===== config.mk =====
export PLATFORM = sky130hd
export DESIGN_NAME = ordered_list_engine_unit
export DESIGN_NICKNAME = d
export VERILOG_FILES = /design/src/olist_pkg.sv /design/src/olist_cell.sv /design/src/ordered_list_engine_unit.sv
export SDC_FILE = /design/constraint.sdc
export NUM_CORES = 1
export LEC_CHECK = 0
export BUFFER_PORTS_ARGS = -buffer_cell sky130_fd_sc_hd__buf_4
export CORE_MARGIN = 10
export CORE_UTILIZATION = 40
export CTS_CLUSTER_SIZE = 12
export DETAILED_ROUTE_END_ITERATION = 16
export SYNTH_ARGS = -nofsm -noshare
export SYNTH_HDL_FRONTEND = slang
export SYNTH_SLANG_ARGS = --single-unit
export TNS_END_PERCENT = 30

===== constraint.sdc =====
create_clock -name aclk -period 6.3 [get_ports aclk]
set_input_delay 0.315 -clock aclk [delete_from_list [all_inputs] [get_ports aclk]]
set_output_delay 0.315 -clock aclk [all_outputs]
set_load 0.05 [all_outputs]

===== src/olist_pkg.sv =====
// Package for the ordered list engine: word types, command and status codes,
// and the control word broadcast to the row of storage cells. No dependencies.
package olist_pkg;

    // Width of positions and counts carried to the cells; covers up to 127 entries.
    localparam int CTL_W = 7;
    localparam int LEN_W = 5;
    localparam int VAL_W = 32;

    localparam logic [2:0] CMD_PUSH   = 3'd0;
    localparam logic [2:0] CMD_APPEND = 3'd1;
    localparam logic [2:0] CMD_INSERT = 3'd2;
    localparam logic [2:0] CMD_REMOVE = 3'd3;
    localparam logic [2:0] CMD_CLEAR  = 3'd4;
    localparam logic [2:0] CMD_DUMP   = 3'd5;

    localparam logic [1:0] STAT_OK    = 2'd0;
    localparam logic [1:0] STAT_EMPTY = 2'd1;
    localparam logic [1:0] STAT_RANGE = 2'd2;
    localparam logic [1:0] STAT_FULL  = 2'd3;

    typedef struct packed {
        logic [2:0]              cmd;
        logic [4:0]              position;
        logic signed [VAL_W-1:0] value;
    } in_word_t;

    typedef struct packed {
        logic [1:0]              status;
        logic signed [VAL_W-1:0] element;
        logic                    last;
        logic [LEN_W-1:0]        length;
    } out_word_t;

    typedef enum logic [1:0] {
        CELL_HOLD,
        CELL_INSERT,
        CELL_REMOVE,
        CELL_ROTATE
    } cell_op_t;

    typedef struct packed {
        cell_op_t                op;
        logic [CTL_W-1:0]        pos;
        logic [CTL_W-1:0]        count;
        logic signed [VAL_W-1:0] din;
    } cell_ctl_t;

endpackage


===== src/olist_cell.sv =====
// One storage cell of the list: holds one element and takes its next value
// from itself, its left or right neighbor, the new value or the head cell.
// Depends on olist_pkg.
module olist_cell import olist_pkg::*; #(
    parameter int IDX = 0
) (
    input  logic                    aclk,
    input  cell_ctl_t               ctl,
    input  logic signed [VAL_W-1:0] left_val,
    input  logic signed [VAL_W-1:0] right_val,
    input  logic signed [VAL_W-1:0] head_val,
    output logic signed [VAL_W-1:0] val
);

    localparam logic [CTL_W-1:0] MyIdx  = CTL_W'(IDX);
    localparam logic [CTL_W-1:0] MyIdx1 = CTL_W'(IDX + 1);

    logic signed [VAL_W-1:0] val_reg;
    logic signed [VAL_W-1:0] val_next;

    always_comb begin
        val_next = val_reg;
        case (ctl.op)
            CELL_INSERT: begin
                if (MyIdx == ctl.pos) begin
                    val_next = ctl.din;
                end else if (MyIdx > ctl.pos) begin
                    val_next = left_val;
                end
            end
            CELL_REMOVE: begin
                if (MyIdx1 < ctl.count) begin
                    val_next = right_val;
                end
            end
            CELL_ROTATE: begin
                // The occupied part of the row turns left by one place.
                if (MyIdx1 < ctl.count) begin
                    val_next = right_val;
                end else if (MyIdx1 == ctl.count) begin
                    val_next = head_val;
                end
            end
            default: begin
                val_next = val_reg;
            end
        endcase
    end

    always_ff @(posedge aclk) begin
        val_reg <= val_next;
    end

    assign val = val_reg;

endmodule


===== src/ordered_list_engine_unit.sv =====
// Top level of the ordered list engine: command decode, element count, dump
// sequencer, result register and the row of olist_cell storage cells.
// Depends on olist_pkg and olist_cell.
//
//   Channel | Ports                        | Word
//   --------+------------------------------+------------------------------------
//   command | s_valid, s_ready, s_data     | in_word_t  (cmd, position, value)
//   result  | m_valid, m_ready, m_data     | out_word_t (status, element, last,
//           |                              |             length)
//
// Every command except a dump of a non-empty list is done in the cycle it is
// accepted: all cells shift at once, so the result word is valid on the next
// cycle and a new command can be taken in that same cycle if the result side
// is taking words. A dump of N elements gives N words, one per cycle while
// the result side takes them; each word rotates the occupied cells by one
// place, so the list is back in order after the last word. No command is
// accepted during a dump. Reset clears the count and the control state; the
// cells themselves are not cleared, since nothing reads a cell at or above
// the count. A stall on the result side holds the result word and blocks new
// commands until it is taken.
module ordered_list_engine_unit import olist_pkg::*; #(
    parameter int CAPACITY = 16
) (
    input  logic      aclk,
    input  logic      aresetn,
    input  logic      s_valid,
    output logic      s_ready,
    input  in_word_t  s_data,
    output logic      m_valid,
    input  logic      m_ready,
    output out_word_t m_data
);

    localparam int CW = $clog2(CAPACITY + 1);
    localparam int BW = (CAPACITY > 1) ? $clog2(CAPACITY) : 1;

    typedef enum logic {
        S_IDLE,
        S_DUMP
    } state_t;

    state_t          state_reg;
    logic [CW-1:0]   count_reg;
    logic [BW-1:0]   beat_reg;
    logic            m_valid_reg;
    out_word_t       m_data_reg;

    logic            accept;
    logic            out_free;
    logic            start_dump;
    logic            last_beat;
    logic [1:0]      status_c;
    logic [CW-1:0]   count_next;
    logic [CTL_W-1:0] cnt_ext;
    logic [CTL_W-1:0] cnt_next_ext;
    logic [CTL_W-1:0] pos_eff;
    cell_ctl_t       ctl;

    logic signed [VAL_W-1:0] cell_val [CAPACITY];

    assign out_free = !m_valid_reg || m_ready;
    assign s_ready  = (state_reg == S_IDLE) && out_free;
    assign accept   = s_valid && s_ready;
    assign cnt_ext  = CTL_W'(count_reg);
    assign cnt_next_ext = CTL_W'(count_next);
    assign last_beat = (CTL_W'(beat_reg) + CTL_W'(1)) == cnt_ext;

    // Push inserts at the front, append at the current end.
    always_comb begin
        case (s_data.cmd)
            CMD_PUSH:   pos_eff = '0;
            CMD_APPEND: pos_eff = cnt_ext;
            default:    pos_eff = CTL_W'(s_data.position);
        endcase
    end

    // Command decode: status, new count and the operation for the cells.
    always_comb begin
        ctl.op     = CELL_HOLD;
        ctl.pos    = pos_eff;
        ctl.count  = cnt_ext;
        ctl.din    = s_data.value;
        status_c   = STAT_OK;
        count_next = count_reg;
        start_dump = 1'b0;
        if (state_reg == S_DUMP) begin
            if (out_free) begin
                ctl.op = CELL_ROTATE;
            end
        end else if (accept) begin
            case (s_data.cmd)
                CMD_PUSH, CMD_APPEND, CMD_INSERT: begin
                    // An index past the end is checked before a full list.
                    if (pos_eff > cnt_ext) begin
                        status_c = STAT_RANGE;
                    end else if (cnt_ext == CTL_W'(CAPACITY)) begin
                        status_c = STAT_FULL;
                    end else begin
                        ctl.op     = CELL_INSERT;
                        count_next = count_reg + CW'(1);
                    end
                end
                CMD_REMOVE: begin
                    if (count_reg == '0) begin
                        status_c = STAT_EMPTY;
                    end else begin
                        ctl.op     = CELL_REMOVE;
                        count_next = count_reg - CW'(1);
                    end
                end
                CMD_CLEAR: begin
                    if (count_reg == '0) begin
                        status_c = STAT_EMPTY;
                    end else begin
                        count_next = '0;
                    end
                end
                CMD_DUMP: begin
                    if (count_reg == '0) begin
                        status_c = STAT_EMPTY;
                    end else begin
                        start_dump = 1'b1;
                    end
                end
                default: begin
                    status_c = STAT_OK;
                end
            endcase
        end
    end

    // State, count, dump beat and the result register.
    always_ff @(posedge aclk) begin
        if (!aresetn) begin
            state_reg   <= S_IDLE;
            count_reg   <= '0;
            beat_reg    <= '0;
            m_valid_reg <= 1'b0;
        end else begin
            case (state_reg)
                S_IDLE: begin
                    if (accept) begin
                        count_reg <= count_next;
                        if (start_dump) begin
                            // An accept means any held word is being taken now.
                            state_reg   <= S_DUMP;
                            beat_reg    <= '0;
                            m_valid_reg <= 1'b0;
                        end else begin
                            m_valid_reg        <= 1'b1;
                            m_data_reg.status  <= status_c;
                            m_data_reg.element <= '0;
                            m_data_reg.last    <= 1'b1;
                            m_data_reg.length  <= cnt_next_ext[LEN_W-1:0];
                        end
                    end else if (m_ready) begin
                        m_valid_reg <= 1'b0;
                    end
                end
                S_DUMP: begin
                    if (out_free) begin
                        m_valid_reg        <= 1'b1;
                        m_data_reg.status  <= STAT_OK;
                        m_data_reg.element <= cell_val[0];
                        m_data_reg.last    <= last_beat;
                        m_data_reg.length  <= cnt_ext[LEN_W-1:0];
                        beat_reg           <= beat_reg + BW'(1);
                        if (last_beat) begin
                            state_reg <= S_IDLE;
                        end
                    end
                end
                default: begin
                    state_reg <= S_IDLE;
                end
            endcase
        end
    end

    assign m_valid = m_valid_reg;
    assign m_data  = m_data_reg;

    // The row of cells; cell 0 is the head of the list.
    for (genvar i = 0; i < CAPACITY; i++) begin : g_cell
        logic signed [VAL_W-1:0] left_val;
        logic signed [VAL_W-1:0] right_val;
        if (i == 0) begin : g_first
            assign left_val = ctl.din;
        end else begin : g_mid_l
            assign left_val = cell_val[i-1];
        end
        if (i == CAPACITY - 1) begin : g_last
            assign right_val = cell_val[i];
        end else begin : g_mid_r
            assign right_val = cell_val[i+1];
        end
        olist_cell #(
            .IDX(i)
        ) u_cell (
            .aclk      (aclk),
            .ctl       (ctl),
            .left_val  (left_val),
            .right_val (right_val),
            .head_val  (cell_val[0]),
            .val       (cell_val[i])
        );
    end

`ifndef ASSERT_OFF
    // No command may slip in while a dump is streaming.
    a_no_accept_in_dump: assert property (@(posedge aclk) disable iff (!aresetn)
        (state_reg == S_DUMP) |-> !s_ready)
        else $error("command accepted during dump");

    // The count stays within the number of cells.
    a_count_bound: assert property (@(posedge aclk) disable iff (!aresetn)
        CTL_W'(count_reg) <= CTL_W'(CAPACITY))
        else $error("element count above capacity");

    // Any command other than dump gives one final word on the next cycle.
    a_single_result: assert property (@(posedge aclk) disable iff (!aresetn)
        (s_valid && s_ready && (s_data.cmd != CMD_DUMP)) |=> (m_valid && m_data.last))
        else $error("missing single result word");

    // A dump only ends once its final word is loaded.
    a_dump_end: assert property (@(posedge aclk) disable iff (!aresetn)
        ($past(state_reg) == S_DUMP && state_reg == S_IDLE) |-> (m_valid && m_data.last))
        else $error("dump ended without final word");
`endif

endmodule

# --- After elaboration in Yosys (flattened, before gate mapping) ---
# Index checks and enable logic that the tools add are counted.
totals:
  word_cells: 319
  ff_bits: 563
  inputBits: 44
  out_inout_bits: 42
op_classes:
  reduce_logical: 33
  n_eq_ne: 92
  add_sub_neg: 4
  n_mux: 132
  bitwise: 1
  n_lt_le_gt_ge: 33
ops:
  columns: ["op", "n"]
  rows:
  - ["$mux 32", 77]
  - ["$pmux 32 s3", 14]
  - ["$pmux 32 s2", 2]
  - ["$mux 40", 3]
  - ["$ne 3x1->1 const B", 30]
  - ["$eq 4x5->1 const A", 16]
  - ["$pmux 40 s2", 1]
  - ["$reduce_and 4->1", 16]
  - ["$eq 3x5->1 const A", 8]
  - ["$gt 4x5->1 const A", 8]
  - ["$lt 4x5->1 const A", 8]
  - ["$ne 2x1->1 const B", 17]
  - ["$eq 2x5->1 const A", 4]
  - ["$gt 3x5->1 const A", 4]
  - ["$lt 3x5->1 const A", 4]
  - ["$mux 5", 4]
  - ["$mux 1", 15]
  - ["$pmux 5 s3", 1]
  - ["$mux 2", 6]
  - ["$mux 4", 3]
  - ["$gt 1x5->1 const A", 2]
  - ["$gt 2x5->1 const A", 2]
  - ["$lt 2x5->1 const A", 2]
  - ["$pmux 5 s2", 1]
  - ["34 further kinds", 47]

# --- Longest topological paths before layout ---
depth:
  word_depth: 11
  ltp_mapped: 13

# --- By module ---
# Synthesis repeated with hierarchy kept, for this count alone.
unflattened:
  cells_unflattened: 3935
  area_unflattened_um2: 40901.7
modules_own_cells:
  columns: ["module", "area_per_inst_um2", "cells_per_inst", "n_inst"]
  rows:
  - ["ordered_list_engine_unit", 2890.3, 284, 1]
  - ["olist_cell (g_cell[11].u_cell)", 2856.5, 287, 1]
  - ["olist_cell (g_cell[12].u_cell)", 2835.2, 288, 1]
  - ["olist_cell (g_cell[4].u_cell)", 2732.6, 272, 1]
  - ["olist_cell (g_cell[13].u_cell)", 2720.1, 276, 1]
  - ["olist_cell (g_cell[3].u_cell)", 2625.0, 276, 1]
  - ["olist_cell (g_cell[5].u_cell)", 2622.5, 276, 1]
  - ["olist_cell (g_cell[2].u_cell)", 2408.6, 270, 1]
  - ["olist_cell (g_cell[10].u_cell)", 2314.7, 243, 1]
  - ["olist_cell (g_cell[15].u_cell)", 2290.9, 241, 1]
  - ["olist_cell (g_cell[7].u_cell)", 2218.4, 238, 1]
  - ["olist_cell (g_cell[14].u_cell)", 2159.6, 197, 1]
  - ["olist_cell (g_cell[9].u_cell)", 2119.5, 150, 1]
  - ["olist_cell (g_cell[1].u_cell)", 2114.5, 149, 1]
  - ["+3 rows", null, null, null]

# --- Worst setup path before layout ---
# Ideal clock, no wire load.
synth_path:
  path_kind: "input to register"
  start: "input s_data[38] (netlist name)"
  end: "register g_cell[14].u_cell.val_reg[0], enable pin"
  path_slack_ns: 0.742
  path_stages: 13
  arrival_ns: 5.085
  setup_ns: 0.474
  path_buffers: 4
  path_cell_list: "buf_2 -> o21ai_0 -> and2_1 -> buf_2 -> inv_4 -> buf_2 -> ha_1 -> and2_1 -> a221o_1 -> o21ai_0 -> clkbuf_1 -> nand3_1 -> a221oi_1"
synth_between:
  elab_chain_len: 10
  word_cells_on_any_way: 21
  cone_classes: "2 x order compare; 10 x eq/ne; 5 x mux; 4 x reduce/logical"
synth_lines:
  columns: ["item", "line_no", "source"]
  rows:
  - ["start, declared", "ordered_list_engine_unit.sv:28", "input in_word_t s_data,"]
  - ["$eq 3x1->1 / $logic_not 3->1 (equally long branches)", "ordered_list_engine_unit.sv:70, ordered_list_engine_unit.sv:91", null]
  - ["$pmux 5 s2", "ordered_list_engine_unit.sv:70", "case (s_data.cmd)"]
  - ["$gt 7x5->1", "ordered_list_engine_unit.sv:94", "if (pos_eff > cnt_ext) begin"]
  - ["$mux 1", "ordered_list_engine_unit.sv:94", null]
  - ["$pmux 2 s2", "ordered_list_engine_unit.sv:91", "case (s_data.cmd)"]
  - ["$mux 2", "ordered_list_engine_unit.sv:90", "end else if (accept) begin"]
  - ["$mux 2", "ordered_list_engine_unit.sv:86", "if (state_reg == S_DUMP) begin"]
  - ["$eq 2x2->1 / $eq 2x1->1 (equally long branches)", "olist_cell.sv:23", "case (ctl.op)"]
  - ["$ne 3x1->1 (no line), or another cell as far along", null, null]
  - ["$reduce_and 4->1 (no line) (*)", null, null]
  - ["end signal, assigned", "olist_cell.sv:51", "val_reg <= val_next;"]
  - ["end, declared", "olist_cell.sv:18", "logic signed [VAL_W-1:0] val_reg;"]
# Every way passes the cells marked *; elsewhere a longest branch is shown, timed or not.
# A chain may end at the register's enable or synchronous reset.

# --- Final worst setup path ---
layout_path:
  start: "register count_reg[1]"
  end: "register g_cell[14].u_cell.val_reg[18] (data pin)"
layout_between:
  elab_chain_len: 8
  word_cells_on_any_way: 18
  cone_classes: "2 x order compare; 5 x eq/ne; 10 x mux; 1 x reduce/logical"
layout_lines:
  columns: ["item", "line_no", "source"]
  rows:
  - ["start, declared", "ordered_list_engine_unit.sv:43", "logic [CW-1:0] count_reg;"]
  - ["start signal, assigned", "ordered_list_engine_unit.sv:143", "count_reg <= count_next;"]
  - ["$pmux 5 s2 / $eq 5x5->1 (equally long branches)", "ordered_list_engine_unit.sv:70, ordered_list_engine_unit.sv:96", null]
  - ["$gt 7x5->1 / $mux 1 (equally long branches)", "ordered_list_engine_unit.sv:94, ordered_list_engine_unit.sv:96", null]
  - ["$mux 1", "ordered_list_engine_unit.sv:94", null]
  - ["$pmux 2 s2", "ordered_list_engine_unit.sv:91", null]
  - ["$mux 2", "ordered_list_engine_unit.sv:90", null]
  - ["$mux 2", "ordered_list_engine_unit.sv:86", null]
  - ["$eq 2x2->1 / $eq 2x1->1 (equally long branches)", "olist_cell.sv:23", null]
  - ["$pmux 32 s3 (*)", "olist_cell.sv:23", null]
  - ["named net g_cell[14].u_cell.val_next[18]", "olist_cell.sv:19", "logic signed [VAL_W-1:0] val_next;"]
# Mark *: on every way through the listed nets, which the timed path passes. The rest lies on a longest branch.

==> impl_results.md <==
* Post-synth top flop: edfxtp_1
* Pin count of the biggest net entering global routing at 167
* Hold/Removal Path Class: input pin to flop
* GPL Wtd Cong at 0.912
* Finished Layout Cells at 3728
* Inst Count DP at 3609
* CP Data Arrival Time at 5.06 ns
* Headroom to the max-slew limit at 0.118
* Post-synthesis register bit count at 563
* Clk sink count at 563
* Final wirelength at 124000 microns
* Worst clock skew at 0.0253 ns
* Vias in the first global route at 26.1k
* Setup TNS at 0 ns
* Synth warnings at 0
* H-tree depth at 3
* Vias per cell at 7.24
* Library cells used by synthesis at 72
* CP Data Required Time at 6.72 ns
* Layout cell share with drive strength beyond 1 at 0.117
* Root buf cell: clkbuf_16
* Num CTS Buffers at 66
* IO Port Bufs at 85
* Sequential share of the synthesized area at 0.551
* DR vias at 27.0k
* Initial antenna violation count at 5
* Endpoints failing setup at 0
* Nets at 2757
* Most common cell after layout, fill and taps aside: edfxtp_1
* Final hold violation count at 0
* Synthesized Nets at 2856
* Clock Latency Late Sink at 0.62 ns
* Mean area per synthesized cell at 10.9 sq um
* Outcome: finished, final reports clean
* Max FFs per register at 512
* Final slew viol count at 0
* Die area at 0.0876 sq mm
* CP max FO at 166
* Yosys top cell area share at 0.544
* HPWL after DPL at 69500 microns
* Total track usage at 0.275
* Setup Fix Bufs, Post-CTS at 0
* Total power at 9.53 mW
* Worst-Margin Slew at 1.32 ns
* Leak at 11.6 nW
* First-pass GRT wire length at 178000 microns
* Final critical-path share of the clock period at 0.737
* Tmin final at 4.64 ns
* Setup crit start kind: flop
* Rows at 101
* Drt pass-1 iters at 10
* Clock buffer depth at 3
* Worst setup EP type: flop
* Drt drc at 0
* Synthesized netlist cell count at 2800
* Die X at 296 microns
* ANT nets after route at 0
* Post-layout util at 0.453
* Die height at 296 microns
* Finished Cell Area at 0.0343 sq mm
* DR iter-0 viols at 4027
* Ports at 86
* Area growth syn-to-layout at 12.4%
* Pwr dens at 278 mW/mm^2
* RSZ-0062 raised after global routing: no
* Ranking of synthesized cells by area: edfxtp_1 (54%), o211ai_1 (7.2%), a22oi_1 (7.1%), nand3_1 (5.0%), nand2_1 (3.4%)
* Max Cap Viol at 0
* Ys async rst share at 0
* WL/cell at 33.3 microns
* Setup CP Type: flop to flop
* Post-synth EDFFs at 552
* VDD IR max at 0.177 mV
* Commonest cells after routing, fill and taps aside: edfxtp_1 (552), nand3_1 (301), o211ai_1 (293)
* Reg clk slew, reported paths at 0.07 ns
* Synthesized cell area at 0.0305 sq mm
* Initial Utilization at 0.403
* TritonCTS clock tree: done
* Placed Area at 0.0322 sq mm
* Fmax at 0.215 GHz
* Core footprint at 0.0757 sq mm
* Total gr overflow at 0
* Post-synth top area cell: edfxtp_1
==> cell usage after synthesis (39+ instances only) <==
master / instances
a21o_1: 40
a221o_1: 65
a22o_1: 95
a22oi_1: 290
and2_1: 39
buf_2: 66
clkbuf_1: 257
edfxtp_1: 552
nand2_1: 277
nand3_1: 304
o211ai_1: 293
o21ai_0: 93
==> final cells by class <==
class / count / area (sq um)
multi-input combinational: 1855 / 12700
clock buffer: 85 / 1770
sequential: 563 / 16800
fill: 6884 / 41400
antenna: 1 / 2.50
timing repair buffer: 171 / 1380
clock inverter: 31 / 280
tap: 978 / 1220
inverter: 44 / 168
==> final timing paths <==
check	slack, ns	from	depth (start not counted)	end
max reg2reg	1.66	count_reg[1]$_SDFFE_PN0P_	10	g_cell[14].u_cell.val[18]$_DFFE_PP_
min	0.11	s_data[24]	3	g_cell[15].u_cell.val[24]$_DFFE_PP_
min reg2reg	0.51	beat_reg[1]$_SDFFE_PN0P_	2	beat_reg[1]$_SDFFE_PN0P_
max	1.66	count_reg[1]$_SDFFE_PN0P_	10	g_cell[14].u_cell.val[18]$_DFFE_PP_
==> report_power, final <==
group | switching [mW] | internal (mW) | total (mW)
Sequential | 0.111 | 4.38 | 4.49
Combinational | 0.912 | 0.381 | 1.29
Clock | 1.60 | 2.15 | 3.75
Total | 2.63 | 6.91 | 9.53
==> routing by layer <==
| layer | up-vias | routed length, microns | GRT usage |
|---|---|---|---|
| met2 | 2199 | 56200 | 0.431 |
| li1 | 11000 | - | - |
| met5 | - | 28 | 0 |
| met3 | 498 | 16000 | 0.0792 |
| met4 | 4 | 7330 | 0.155 |
| met1 | 13300 | 44600 | 0.336 |
==> worst max-delay path: stages, from the launching register on <==
cell	delay, ns
dfxtp_1	0.50
inv_1	0.30
ha_1	0.32
or4b_1	0.60
inv_2	0.25
nor4_4	0.07
buf_4	0.25
nor2_4	0.57
buf_12	0.56
nand2_1	0.45
o211ai_1	0.32
==> per-stage QoR <==
step / setup slack [ns] / hold WS, ns
after detailed placement: 1.91 / 0.499
after CTS: 1.89 / 0.0891
after global routing: 1.48 / 0.111
after global placement: 2.02 / 0.477
final: 1.66 / 0.111
after floorplan: 0.742 / 0.438
==> cells by family (layout without fill, tap and decap cells) <==
kind of cell | count (synthesis) | count (layout) | synth area share
xor gates and xnor gates | 6 | 6 | 0.00172
and+or+nand+nor | 763 | 763 | 0.122
DFF | 563 | 563 | 0.551
buffers and inverters | 382 | 331 | 0.0500
AOI/OAI and AO/OA | 1039 | 1039 | 0.259
muxes | 35 | 35 | 0.0115
other | 0 | 1 | 0
adders and majority gates | 12 | 12 | 0.00493
==> repair_timing <==
action / CTS / global route
hold endpoints to repair: 4 / 0
hold buffers: 2 / 0
resized for setup: 0 / 0
Power figures use the tool's default switching activity.
